[config.mk]
export PLATFORM = sky130hd
export DESIGN_NAME = rpn_stack_calculator_core
export DESIGN_NICKNAME = d
export VERILOG_FILES = /design/src/sv/rsc_pkg.sv /design/src/sv/rpn_stack_calculator_core.sv
export SDC_FILE = /design/constraint.sdc
export NUM_CORES = 2
export LEC_CHECK = 0
export BUFFER_PORTS_ARGS = -buffer_cell sky130_fd_sc_hd__buf_4
export CAP_MARGIN = 10
export CORE_MARGIN = 2
export CORE_UTILIZATION = 65
export CTS_CLUSTER_SIZE = 8
export DETAILED_ROUTE_END_ITERATION = 16
export PLACE_DENSITY = 0.82
export SLEW_MARGIN = 0
export SYNTH_ARGS = -nofsm -noshare
export SYNTH_HDL_FRONTEND = slang
export SYNTH_SLANG_ARGS = --single-unit
[constraint.sdc]
create_clock -name clk -period 11.5 [get_ports clk]
set_input_delay 0.575 -clock clk [delete_from_list [all_inputs] [get_ports clk]]
set_output_delay 0.575 -clock clk [all_outputs]
set_load 0.005 [all_outputs]
[src/sv/rsc_pkg.sv]
package rsc_pkg;

  // fixed field widths
  localparam int DATA_W = 32;
  localparam int CODE_W = 3;

  // iterative unit sizing: Q16.16 divide gives 48 quotient bits, sqrt 24 root bits
  localparam int SH_W       = 48;
  localparam int REM_W      = 34;
  localparam int ROOT_W     = 24;
  localparam int ITER_W     = 6;
  localparam int DIV_STEPS  = 48;
  localparam int SQRT_STEPS = 24;

  // token kinds
  localparam logic [CODE_W-1:0] KIND_PUSH = 3'd0;
  localparam logic [CODE_W-1:0] KIND_ADD  = 3'd1;
  localparam logic [CODE_W-1:0] KIND_SUB  = 3'd2;
  localparam logic [CODE_W-1:0] KIND_MUL  = 3'd3;
  localparam logic [CODE_W-1:0] KIND_DIV  = 3'd4;
  localparam logic [CODE_W-1:0] KIND_SQRT = 3'd5;
  localparam logic [CODE_W-1:0] KIND_END  = 3'd6;

  // status / held error codes
  localparam logic [CODE_W-1:0] ERR_NONE = 3'd0;
  localparam logic [CODE_W-1:0] ERR_FEW  = 3'd1;
  localparam logic [CODE_W-1:0] ERR_DIV0 = 3'd2;
  localparam logic [CODE_W-1:0] ERR_NEG  = 3'd3;
  localparam logic [CODE_W-1:0] ERR_OVF  = 3'd4;
  localparam logic [CODE_W-1:0] ERR_LEFT = 3'd5;

  // saturation limits
  localparam logic [DATA_W-1:0] SAT_MAX = 32'h7FFF_FFFF;
  localparam logic [DATA_W-1:0] SAT_MIN = 32'h8000_0000;

  typedef struct packed {
    logic [CODE_W-1:0]        kind;
    logic signed [DATA_W-1:0] operand;
  } in_item_t;

  typedef struct packed {
    logic [CODE_W-1:0]        status;
    logic signed [DATA_W-1:0] answer;
  } out_item_t;

  typedef enum logic [2:0] {
    ST_IDLE,
    ST_RD_B,
    ST_RD_A,
    ST_LOAD,
    ST_ITER,
    ST_FIN,
    ST_END_RD,
    ST_END_OUT
  } state_t;

endpackage

[src/sv/rpn_stack_calculator_core.sv]
// steps: push written on acceptance; add/sub/mul RD_B, RD_A, LOAD, FIN; divide also ITER;
//   sqrt RD_B, LOAD, ITER, FIN; end token END_RD, END_OUT (plus any wait for out_ready)
// throughput: one item at a time; divide and sqrt run one quotient or root bit per
//   cycle through a single shared compare/subtract unit, which sets the rate
// reset: synchronous active-low rst_n empties the stack and clears the held error;
//   stack entries themselves are not cleared
module rpn_stack_calculator_core #(
  parameter int STACK_DEPTH = 8
) (
  input  logic                clk,
  input  logic                rst_n,
  input  logic                in_valid,
  output logic                in_ready,
  input  rsc_pkg::in_item_t   in_data,
  output logic                out_valid,
  input  logic                out_ready,
  output rsc_pkg::out_item_t  out_data
);

  localparam int CNT_W  = $clog2(STACK_DEPTH + 1);
  localparam int ADDR_W = $clog2(STACK_DEPTH);

  // control registers
  rsc_pkg::state_t              state_r, state_nxt;
  logic [CNT_W-1:0]             cnt_r, cnt_nxt;
  logic [rsc_pkg::CODE_W-1:0]   err_r, err_nxt;
  logic                         out_valid_r, out_valid_nxt;

  // payload registers
  logic [rsc_pkg::CODE_W-1:0]       kind_r, kind_nxt;
  logic signed [rsc_pkg::DATA_W-1:0] a_r, a_nxt;
  logic signed [rsc_pkg::DATA_W-1:0] b_r, b_nxt;
  logic signed [63:0]               prod_r, prod_nxt;
  logic [rsc_pkg::SH_W-1:0]         sh_r, sh_nxt;
  logic [rsc_pkg::REM_W-1:0]        rem_r, rem_nxt;
  logic [rsc_pkg::ROOT_W-1:0]       root_r, root_nxt;
  logic [rsc_pkg::DATA_W-1:0]       dvs_r, dvs_nxt;
  logic                             neg_r, neg_nxt;
  logic [rsc_pkg::ITER_W-1:0]       iter_r, iter_nxt;
  rsc_pkg::out_item_t               out_data_r, out_data_nxt;

  // operand stack memory
  logic [rsc_pkg::DATA_W-1:0] mem [STACK_DEPTH];
  logic [rsc_pkg::DATA_W-1:0] rd_data_r;
  logic [ADDR_W-1:0]          rd_addr;
  logic                       wr_en;
  logic [ADDR_W-1:0]          wr_addr;
  logic [rsc_pkg::DATA_W-1:0] wr_data;

  // misc combinational
  logic                             accept;
  logic                             slot_free;
  logic                             in_binary;
  logic                             kind_binary;
  logic [CNT_W-1:0]                 cnt_m1;
  logic [CNT_W-1:0]                 cnt_m2;
  logic [rsc_pkg::DATA_W-1:0]       rd_mag;
  logic [rsc_pkg::DATA_W-1:0]       b_mag;
  logic signed [63:0]               mul_full;
  logic signed [63:0]               prod_sh;
  logic signed [32:0]               sum_full;
  logic [rsc_pkg::DATA_W-1:0]       fin_val;
  logic [rsc_pkg::REM_W-1:0]        rem_sh;
  logic [rsc_pkg::REM_W-1:0]        sub_opd;
  logic [rsc_pkg::REM_W:0]          step_diff;
  logic                             step_ge;
  logic [rsc_pkg::CODE_W-1:0]       end_status;

  assign accept    = in_valid && in_ready;
  assign in_ready  = (state_r == rsc_pkg::ST_IDLE);
  assign slot_free = !out_valid_r || out_ready;
  assign out_valid = out_valid_r;
  assign out_data  = out_data_r;

  assign in_binary = (in_data.kind == rsc_pkg::KIND_ADD) || (in_data.kind == rsc_pkg::KIND_SUB) ||
                     (in_data.kind == rsc_pkg::KIND_MUL) || (in_data.kind == rsc_pkg::KIND_DIV);
  assign kind_binary = (kind_r == rsc_pkg::KIND_ADD) || (kind_r == rsc_pkg::KIND_SUB) ||
                       (kind_r == rsc_pkg::KIND_MUL) || (kind_r == rsc_pkg::KIND_DIV);
  assign cnt_m1 = cnt_r - CNT_W'(1);
  assign cnt_m2 = cnt_r - CNT_W'(2);

  // magnitudes for the divider
  assign rd_mag = rd_data_r[31] ? (~rd_data_r + 32'd1) : rd_data_r;
  assign b_mag  = b_r[31] ? (~b_r + 32'd1) : b_r;

  // single multiplier, operands straight from registers
  assign mul_full = $signed(rd_data_r) * b_r;
  assign prod_sh  = prod_r >>> 16;

  // add / subtract in 33 bits
  assign sum_full = (kind_r == rsc_pkg::KIND_SUB) ? (a_r - b_r) : (a_r + b_r);

  // shared compare/subtract step for divide and sqrt
  always_comb begin
    if (kind_r == rsc_pkg::KIND_DIV) begin
      rem_sh  = {rem_r[32:0], sh_r[47]};
      sub_opd = {2'b00, dvs_r};
    end else begin
      rem_sh  = {rem_r[31:0], sh_r[47:46]};
      sub_opd = {8'b0, root_r, 2'b01};
    end
    step_diff = {1'b0, rem_sh} - {1'b0, sub_opd};
  end
  assign step_ge = !step_diff[rsc_pkg::REM_W];

  // result of the finished operation, saturated
  always_comb begin
    unique case (kind_r)
      rsc_pkg::KIND_ADD, rsc_pkg::KIND_SUB: begin
        if (sum_full[32] != sum_full[31]) begin
          fin_val = sum_full[32] ? rsc_pkg::SAT_MIN : rsc_pkg::SAT_MAX;
        end else begin
          fin_val = sum_full[31:0];
        end
      end
      rsc_pkg::KIND_MUL: begin
        if (prod_sh[63:31] != {33{prod_sh[31]}}) begin
          fin_val = prod_sh[63] ? rsc_pkg::SAT_MIN : rsc_pkg::SAT_MAX;
        end else begin
          fin_val = prod_sh[31:0];
        end
      end
      rsc_pkg::KIND_DIV: begin
        if (!neg_r) begin
          fin_val = (|sh_r[47:31]) ? rsc_pkg::SAT_MAX : {1'b0, sh_r[30:0]};
        end else if (sh_r > 48'h0000_8000_0000) begin
          fin_val = rsc_pkg::SAT_MIN;
        end else begin
          fin_val = ~sh_r[31:0] + 32'd1;
        end
      end
      default: begin
        fin_val = {8'b0, root_r};
      end
    endcase
  end

  // status of the end token
  always_comb begin
    if (err_r != rsc_pkg::ERR_NONE) begin
      end_status = err_r;
    end else if (cnt_r == CNT_W'(1)) begin
      end_status = rsc_pkg::ERR_NONE;
    end else begin
      end_status = rsc_pkg::ERR_LEFT;
    end
  end

  // next state
  always_comb begin
    state_nxt = state_r;
    unique case (state_r)
      rsc_pkg::ST_IDLE: begin
        if (accept) begin
          if (in_data.kind == rsc_pkg::KIND_END) begin
            state_nxt = rsc_pkg::ST_END_RD;
          end else if (err_r != rsc_pkg::ERR_NONE) begin
            state_nxt = rsc_pkg::ST_IDLE;
          end else if (in_data.kind == rsc_pkg::KIND_SQRT && cnt_r != '0) begin
            state_nxt = rsc_pkg::ST_RD_B;
          end else if (in_binary && cnt_r >= CNT_W'(2)) begin
            state_nxt = rsc_pkg::ST_RD_B;
          end
        end
      end
      rsc_pkg::ST_RD_B: begin
        state_nxt = (kind_r == rsc_pkg::KIND_SQRT) ? rsc_pkg::ST_LOAD : rsc_pkg::ST_RD_A;
      end
      rsc_pkg::ST_RD_A: begin
        state_nxt = rsc_pkg::ST_LOAD;
      end
      rsc_pkg::ST_LOAD: begin
        if (kind_r == rsc_pkg::KIND_DIV) begin
          state_nxt = (b_r == '0) ? rsc_pkg::ST_IDLE : rsc_pkg::ST_ITER;
        end else if (kind_r == rsc_pkg::KIND_SQRT) begin
          state_nxt = rd_data_r[31] ? rsc_pkg::ST_IDLE : rsc_pkg::ST_ITER;
        end else begin
          state_nxt = rsc_pkg::ST_FIN;
        end
      end
      rsc_pkg::ST_ITER: begin
        if (iter_r == '0) begin
          state_nxt = rsc_pkg::ST_FIN;
        end
      end
      rsc_pkg::ST_FIN: begin
        state_nxt = rsc_pkg::ST_IDLE;
      end
      rsc_pkg::ST_END_RD: begin
        state_nxt = rsc_pkg::ST_END_OUT;
      end
      rsc_pkg::ST_END_OUT: begin
        if (slot_free) begin
          state_nxt = rsc_pkg::ST_IDLE;
        end
      end
      default: begin
        state_nxt = rsc_pkg::ST_IDLE;
      end
    endcase
  end

  // datapath and outputs
  always_comb begin
    cnt_nxt       = cnt_r;
    err_nxt       = err_r;
    kind_nxt      = kind_r;
    a_nxt         = a_r;
    b_nxt         = b_r;
    prod_nxt      = prod_r;
    sh_nxt        = sh_r;
    rem_nxt       = rem_r;
    root_nxt      = root_r;
    dvs_nxt       = dvs_r;
    neg_nxt       = neg_r;
    iter_nxt      = iter_r;
    out_valid_nxt = out_valid_r && !out_ready;
    out_data_nxt  = out_data_r;
    rd_addr       = '0;
    wr_en         = 1'b0;
    wr_addr       = cnt_r[ADDR_W-1:0];
    wr_data       = in_data.operand;

    unique case (state_r)
      rsc_pkg::ST_IDLE: begin
        if (accept) begin
          kind_nxt = in_data.kind;
          if (in_data.kind != rsc_pkg::KIND_END && err_r == rsc_pkg::ERR_NONE) begin
            // push, or operand count check
            if (in_data.kind == rsc_pkg::KIND_PUSH) begin
              if (cnt_r == CNT_W'(STACK_DEPTH)) begin
                err_nxt = rsc_pkg::ERR_OVF;
              end else begin
                wr_en   = 1'b1;
                cnt_nxt = cnt_r + CNT_W'(1);
              end
            end else if (in_data.kind == rsc_pkg::KIND_SQRT && cnt_r == '0) begin
              err_nxt = rsc_pkg::ERR_FEW;
            end else if (in_binary && cnt_r < CNT_W'(2)) begin
              err_nxt = rsc_pkg::ERR_FEW;
            end
          end
        end
      end
      rsc_pkg::ST_RD_B: begin
        rd_addr = cnt_m1[ADDR_W-1:0];
      end
      rsc_pkg::ST_RD_A: begin
        rd_addr = cnt_m2[ADDR_W-1:0];
        b_nxt   = rd_data_r;
      end
      rsc_pkg::ST_LOAD: begin
        a_nxt    = rd_data_r;
        prod_nxt = mul_full;
        rem_nxt  = '0;
        root_nxt = '0;
        if (kind_r == rsc_pkg::KIND_DIV) begin
          if (b_r == '0) begin
            err_nxt = rsc_pkg::ERR_DIV0;
          end
          sh_nxt   = {rd_mag, 16'b0};
          dvs_nxt  = b_mag;
          neg_nxt  = rd_data_r[31] ^ b_r[31];
          iter_nxt = rsc_pkg::ITER_W'(rsc_pkg::DIV_STEPS - 1);
        end else begin
          if (kind_r == rsc_pkg::KIND_SQRT && rd_data_r[31]) begin
            err_nxt = rsc_pkg::ERR_NEG;
          end
          sh_nxt   = {rd_data_r, 16'b0};
          iter_nxt = rsc_pkg::ITER_W'(rsc_pkg::SQRT_STEPS - 1);
        end
      end
      rsc_pkg::ST_ITER: begin
        // one quotient or root bit per cycle
        rem_nxt  = step_ge ? step_diff[rsc_pkg::REM_W-1:0] : rem_sh;
        iter_nxt = iter_r - rsc_pkg::ITER_W'(1);
        if (kind_r == rsc_pkg::KIND_DIV) begin
          sh_nxt = {sh_r[46:0], step_ge};
        end else begin
          sh_nxt   = {sh_r[45:0], 2'b00};
          root_nxt = {root_r[22:0], step_ge};
        end
      end
      rsc_pkg::ST_FIN: begin
        wr_en   = 1'b1;
        wr_data = fin_val;
        if (kind_binary) begin
          wr_addr = cnt_m2[ADDR_W-1:0];
          cnt_nxt = cnt_m1;
        end else begin
          wr_addr = cnt_m1[ADDR_W-1:0];
        end
      end
      rsc_pkg::ST_END_RD: begin
        rd_addr = '0;
      end
      rsc_pkg::ST_END_OUT: begin
        if (slot_free) begin
          out_valid_nxt       = 1'b1;
          out_data_nxt.status = end_status;
          out_data_nxt.answer = (end_status == rsc_pkg::ERR_NONE) ? rd_data_r : '0;
          cnt_nxt             = '0;
          err_nxt             = rsc_pkg::ERR_NONE;
        end
      end
      default: begin
        rd_addr = '0;
      end
    endcase
  end

  // control state
  always_ff @(posedge clk) begin
    if (!rst_n) begin
      state_r     <= rsc_pkg::ST_IDLE;
      cnt_r       <= '0;
      err_r       <= rsc_pkg::ERR_NONE;
      out_valid_r <= 1'b0;
    end else begin
      state_r     <= state_nxt;
      cnt_r       <= cnt_nxt;
      err_r       <= err_nxt;
      out_valid_r <= out_valid_nxt;
    end
  end

  // payload
  always_ff @(posedge clk) begin
    kind_r     <= kind_nxt;
    a_r        <= a_nxt;
    b_r        <= b_nxt;
    prod_r     <= prod_nxt;
    sh_r       <= sh_nxt;
    rem_r      <= rem_nxt;
    root_r     <= root_nxt;
    dvs_r      <= dvs_nxt;
    neg_r      <= neg_nxt;
    iter_r     <= iter_nxt;
    out_data_r <= out_data_nxt;
  end

  // stack memory, registered read
  always_ff @(posedge clk) begin
    if (wr_en) begin
      mem[wr_addr] <= wr_data;
    end
    rd_data_r <= mem[rd_addr];
  end

  // checks
  a_cnt_bound: assert property (@(posedge clk) disable iff (!rst_n)
    cnt_r <= CNT_W'(STACK_DEPTH))
    else $error("stack count beyond depth");

  a_rd_b_live: assert property (@(posedge clk) disable iff (!rst_n)
    state_r == rsc_pkg::ST_RD_B |-> cnt_r != '0)
    else $error("top read on empty stack");

  a_rd_a_live: assert property (@(posedge clk) disable iff (!rst_n)
    state_r == rsc_pkg::ST_RD_A |-> cnt_r >= CNT_W'(2))
    else $error("second read with fewer than two entries");

  a_err_idle: assert property (@(posedge clk) disable iff (!rst_n)
    err_r != rsc_pkg::ERR_NONE |-> (state_r == rsc_pkg::ST_IDLE ||
      state_r == rsc_pkg::ST_END_RD || state_r == rsc_pkg::ST_END_OUT))
    else $error("operation running with held error");

  a_out_src: assert property (@(posedge clk) disable iff (!rst_n)
    $rose(out_valid_r) |-> $past(state_r) == rsc_pkg::ST_END_OUT && cnt_r == '0 &&
      err_r == rsc_pkg::ERR_NONE)
    else $error("result without end token cleanup");

endmodule

==> results.tsv <==
stage	metric	value	unit
status	outcome	finished clean	
floorplan	coreArea	99700	um^2
cts	holdBufCountCts	0	
synthesis	synth_top_family_by_area	adder cells	
synthesis	ys_seq_area_share	26.7	%
critical_path	path_max_fanout	21	
route	viasPerCell	6.21	
critical_path	crit_required	11910	ps
synthesis	synthAdderAreaFrac	38.2	%
grt	grt_use_total	36.2	%
timing	relSlewSlack	5.77	%
timing	fmax	0.111	GHz
place	io_buffer_count	75	
critical_path	regToRegSetupSlack	2530	ps
synthesis	yosys.area.top_type	fa_1	
cts	ctsHtreeMaxLevel	3	
synthesis	syn_nets	7662	
finish	drive_above_1_share	7.18	%
floorplan	die_x	321	um
timing	setup_viol	0	
floorplan	num_rows	116	
finish	final_nets	7556	
finish	finalNonFillerCells	7536	
timing	tns	0	ps
timing	fin_crit_sh	78.0	%
route	wirelength	180	mm
synthesis	synth_cell_types	74	
grt	grt_max_degree	76	
route	drt_iter0_drc	5532	
synthesis	synthCells	6284	
grt	antenna_found_initial	8	
route	via_count	46822	
critical_path	worstSetupStartpointType	flip-flop	
synthesis	synth_ff_type	edfxtp_1	
cts	cts_buffer_depth	3	
floorplan	initial_core_util	65.3	%
grt	grt_pass1_vias	49337	
finish	area_delta_synth_final	6.72	%
synthesis	syn_avg_cell_area	10.4	um^2
synthesis	synth_edf_count	550	
critical_path	reg2reg_depth	27	
cts	clock_sinks	593	
cts	cts_root_buf	clkbuf_16	
timing	rsz0062_at_grt	no	
cts	cts_tree	done	
cts	cts_inserted_buffers	86	
critical_path	endpoint	prod_r[63]	
route	first_pass_iters	9	
grt	overflow	0	
critical_path	r2r_start	rd_data_r[12]	
synthesis	synth_common_cells	fa_1, inv_1, nand2_1	
cts	cts_resized	0	
timing	period_minus_slack	8970	ps
synthesis	synthMuxAreaShare	3.26	%
place	placed_cells	7385	
synthesis	yosys.area_share.simple	14.5	%
synthesis	synthArstFlopShare	0	%
worst_hold_path	min-delay-start	in_data[33]	
synthesis	yosysMostFrequentCell	fa_1	
synthesis	synth_warnings	0	
timing	tightest_slew	1380	ps
synthesis	synth-seq-cells	593	
route	drc	0	
critical_path	arrival	9390	ps
floorplan	fp.dieH	321	um
timing	finalClockSkew	47.2	ps
cts	clk_latency	690	ps
synthesis	synth_top_area_share	33.3	%
floorplan	ioPinCount	76	
critical_path	critical_path_class	flip-flop to flip-flop	
critical_path	rr_endpoint	prod_r[63]	
synthesis	synth_area	65100	um^2
timing	hold_violations	0	
place	place.gp.congestion	1.00	
finish	final_util	69.7	%
worst_hold_path	hold_class	input port to flip-flop	
run	drv_cap	0	
place	dp.final_hpwl	129	mm
grt	grt_pass1_wl	281	mm
synthesis	synth_compound_area_share	6.38	%
route	drt-wirelength-per-cell	23.9	um
synthesis	synth_xor_area_share	2.95	%
floorplan	die-area	103000	um^2
route	drtAntennaViolNets	0	
synthesis	synth_area_leaders	fa_1, edfxtp_1, inv_1	
cts	cts.clk_slew.worst_paths	50	ps
timing	drv_slew	0	
critical_path	crit_start	rd_data_r[12]	
cts	cts_setup_buffers	0	
critical_path	cp-end-kind	flip-flop	
[placed cells by master, fill, tap and decap left out, drive strengths merged, types with 25 or more instances in the layout]
cell     netlist  final
mux2          33     33
xor2          86     86
a211oi        34     34
a21o          51     51
and2         554    554
o21a          27     27
ha           256    256
inv          999    998
a21oi        234    234
and3          40     40
nand3         33     33
a31oi         52     52
nor2         240    240
or3           26     26
nand2b        43     43
nand2        869    869
mux4          64     64
clkbuf       343    137
mux2i         31     31
a2111oi       25     25
o21ai        107    107
xnor2        133    133
fa          1083   1083
edfxtp       550    550
dfxtp         43     43
nor3          54     54
buf           39    185
[routing by layer]
layer | up-vias | GRT usage, % | part of all wire, %
li1 | 19725 | - | -
met1 | 23533 | 46.0 | 35
met2 | 2857 | 57.5 | 47
met3 | 703 | 7.74 | 11
met4 | 4 | 21.5 | 7.2
met5 | - | 0 | 0.014
[area by class of cell]
cell class	count	area, um^2
clock inverters	12	298
clock buffers	134	2330
flip-flops and latches	593	17400
fillers	6980	30200
repair buffers	188	1410
multi-input cells	4309	42700
diodes	2	5.00
well taps	1298	1620
inverters	1000	3750
[critical path, cell delays in order (launching register included)]
cell and delay [ps]:
dfxtp_2 760, buf_4 400, and2_1 200, fa_1 450, fa_1 490, fa_1 530
inv_1 50, fa_1 470, inv_1 50, fa_1 510, inv_1 60, fa_1 520
inv_1 50, fa_1 490, fa_1 420, ha_1 360, nand4_1 140, a211oi_1 220
o21ai_0 160, o211ai_1 440, a211oi_1 200, buf_4 210, o211ai_1 360, a21oi_1 160
nor3_1 490, a211oi_1 200, o21bai_1 230, xnor2_1 90
[worst min-delay path by stage]
stage | endpoint | cells past startpoint
2_1_floorplan | a_r[10] | 0
3_3_place_gp | err_r[2] | 2
3_5_place_dp | err_r[2] | 2
4_1_cts | kind_r[1] | 1
5_1_grt | kind_r[1] | 1
6_report | kind_r[1] | 1
[registers in the layout (all words and copies together), names as in the netlist, 32 cells and up]
register   cells
out_data      35
b_r           32
prod_r        48
a_r           32
sh_r          48
rem_r         33
dvs_r         32
rd_data_r     32
mem          256
[kinds of logic after synthesis]
kind of cell | Yosys count
simple gates | 1959
mux | 128
xor+xnor | 219
flops | 593
compound gates | 663
buf+inv | 1382
fa+ha+maj | 1340
[metrics by stage]
| step | hold WS [ps] | worst slack, ps | area (um^2) |
|---|---|---|---|
| finish | 135 | 2530 | 69500 |
| global route | 122 | 2080 | 69500 |
| CTS | 110 | 2640 | 69500 |
| detailed placement | 513 | 2700 | 66800 |
| global placement | 504 | 2880 | 66800 |
| floorplan | 424 | 3720 | 65100 |
Power is not shown: default switching activity piles up to over one toggle a cycle in this logic, so the estimate is an artifact.
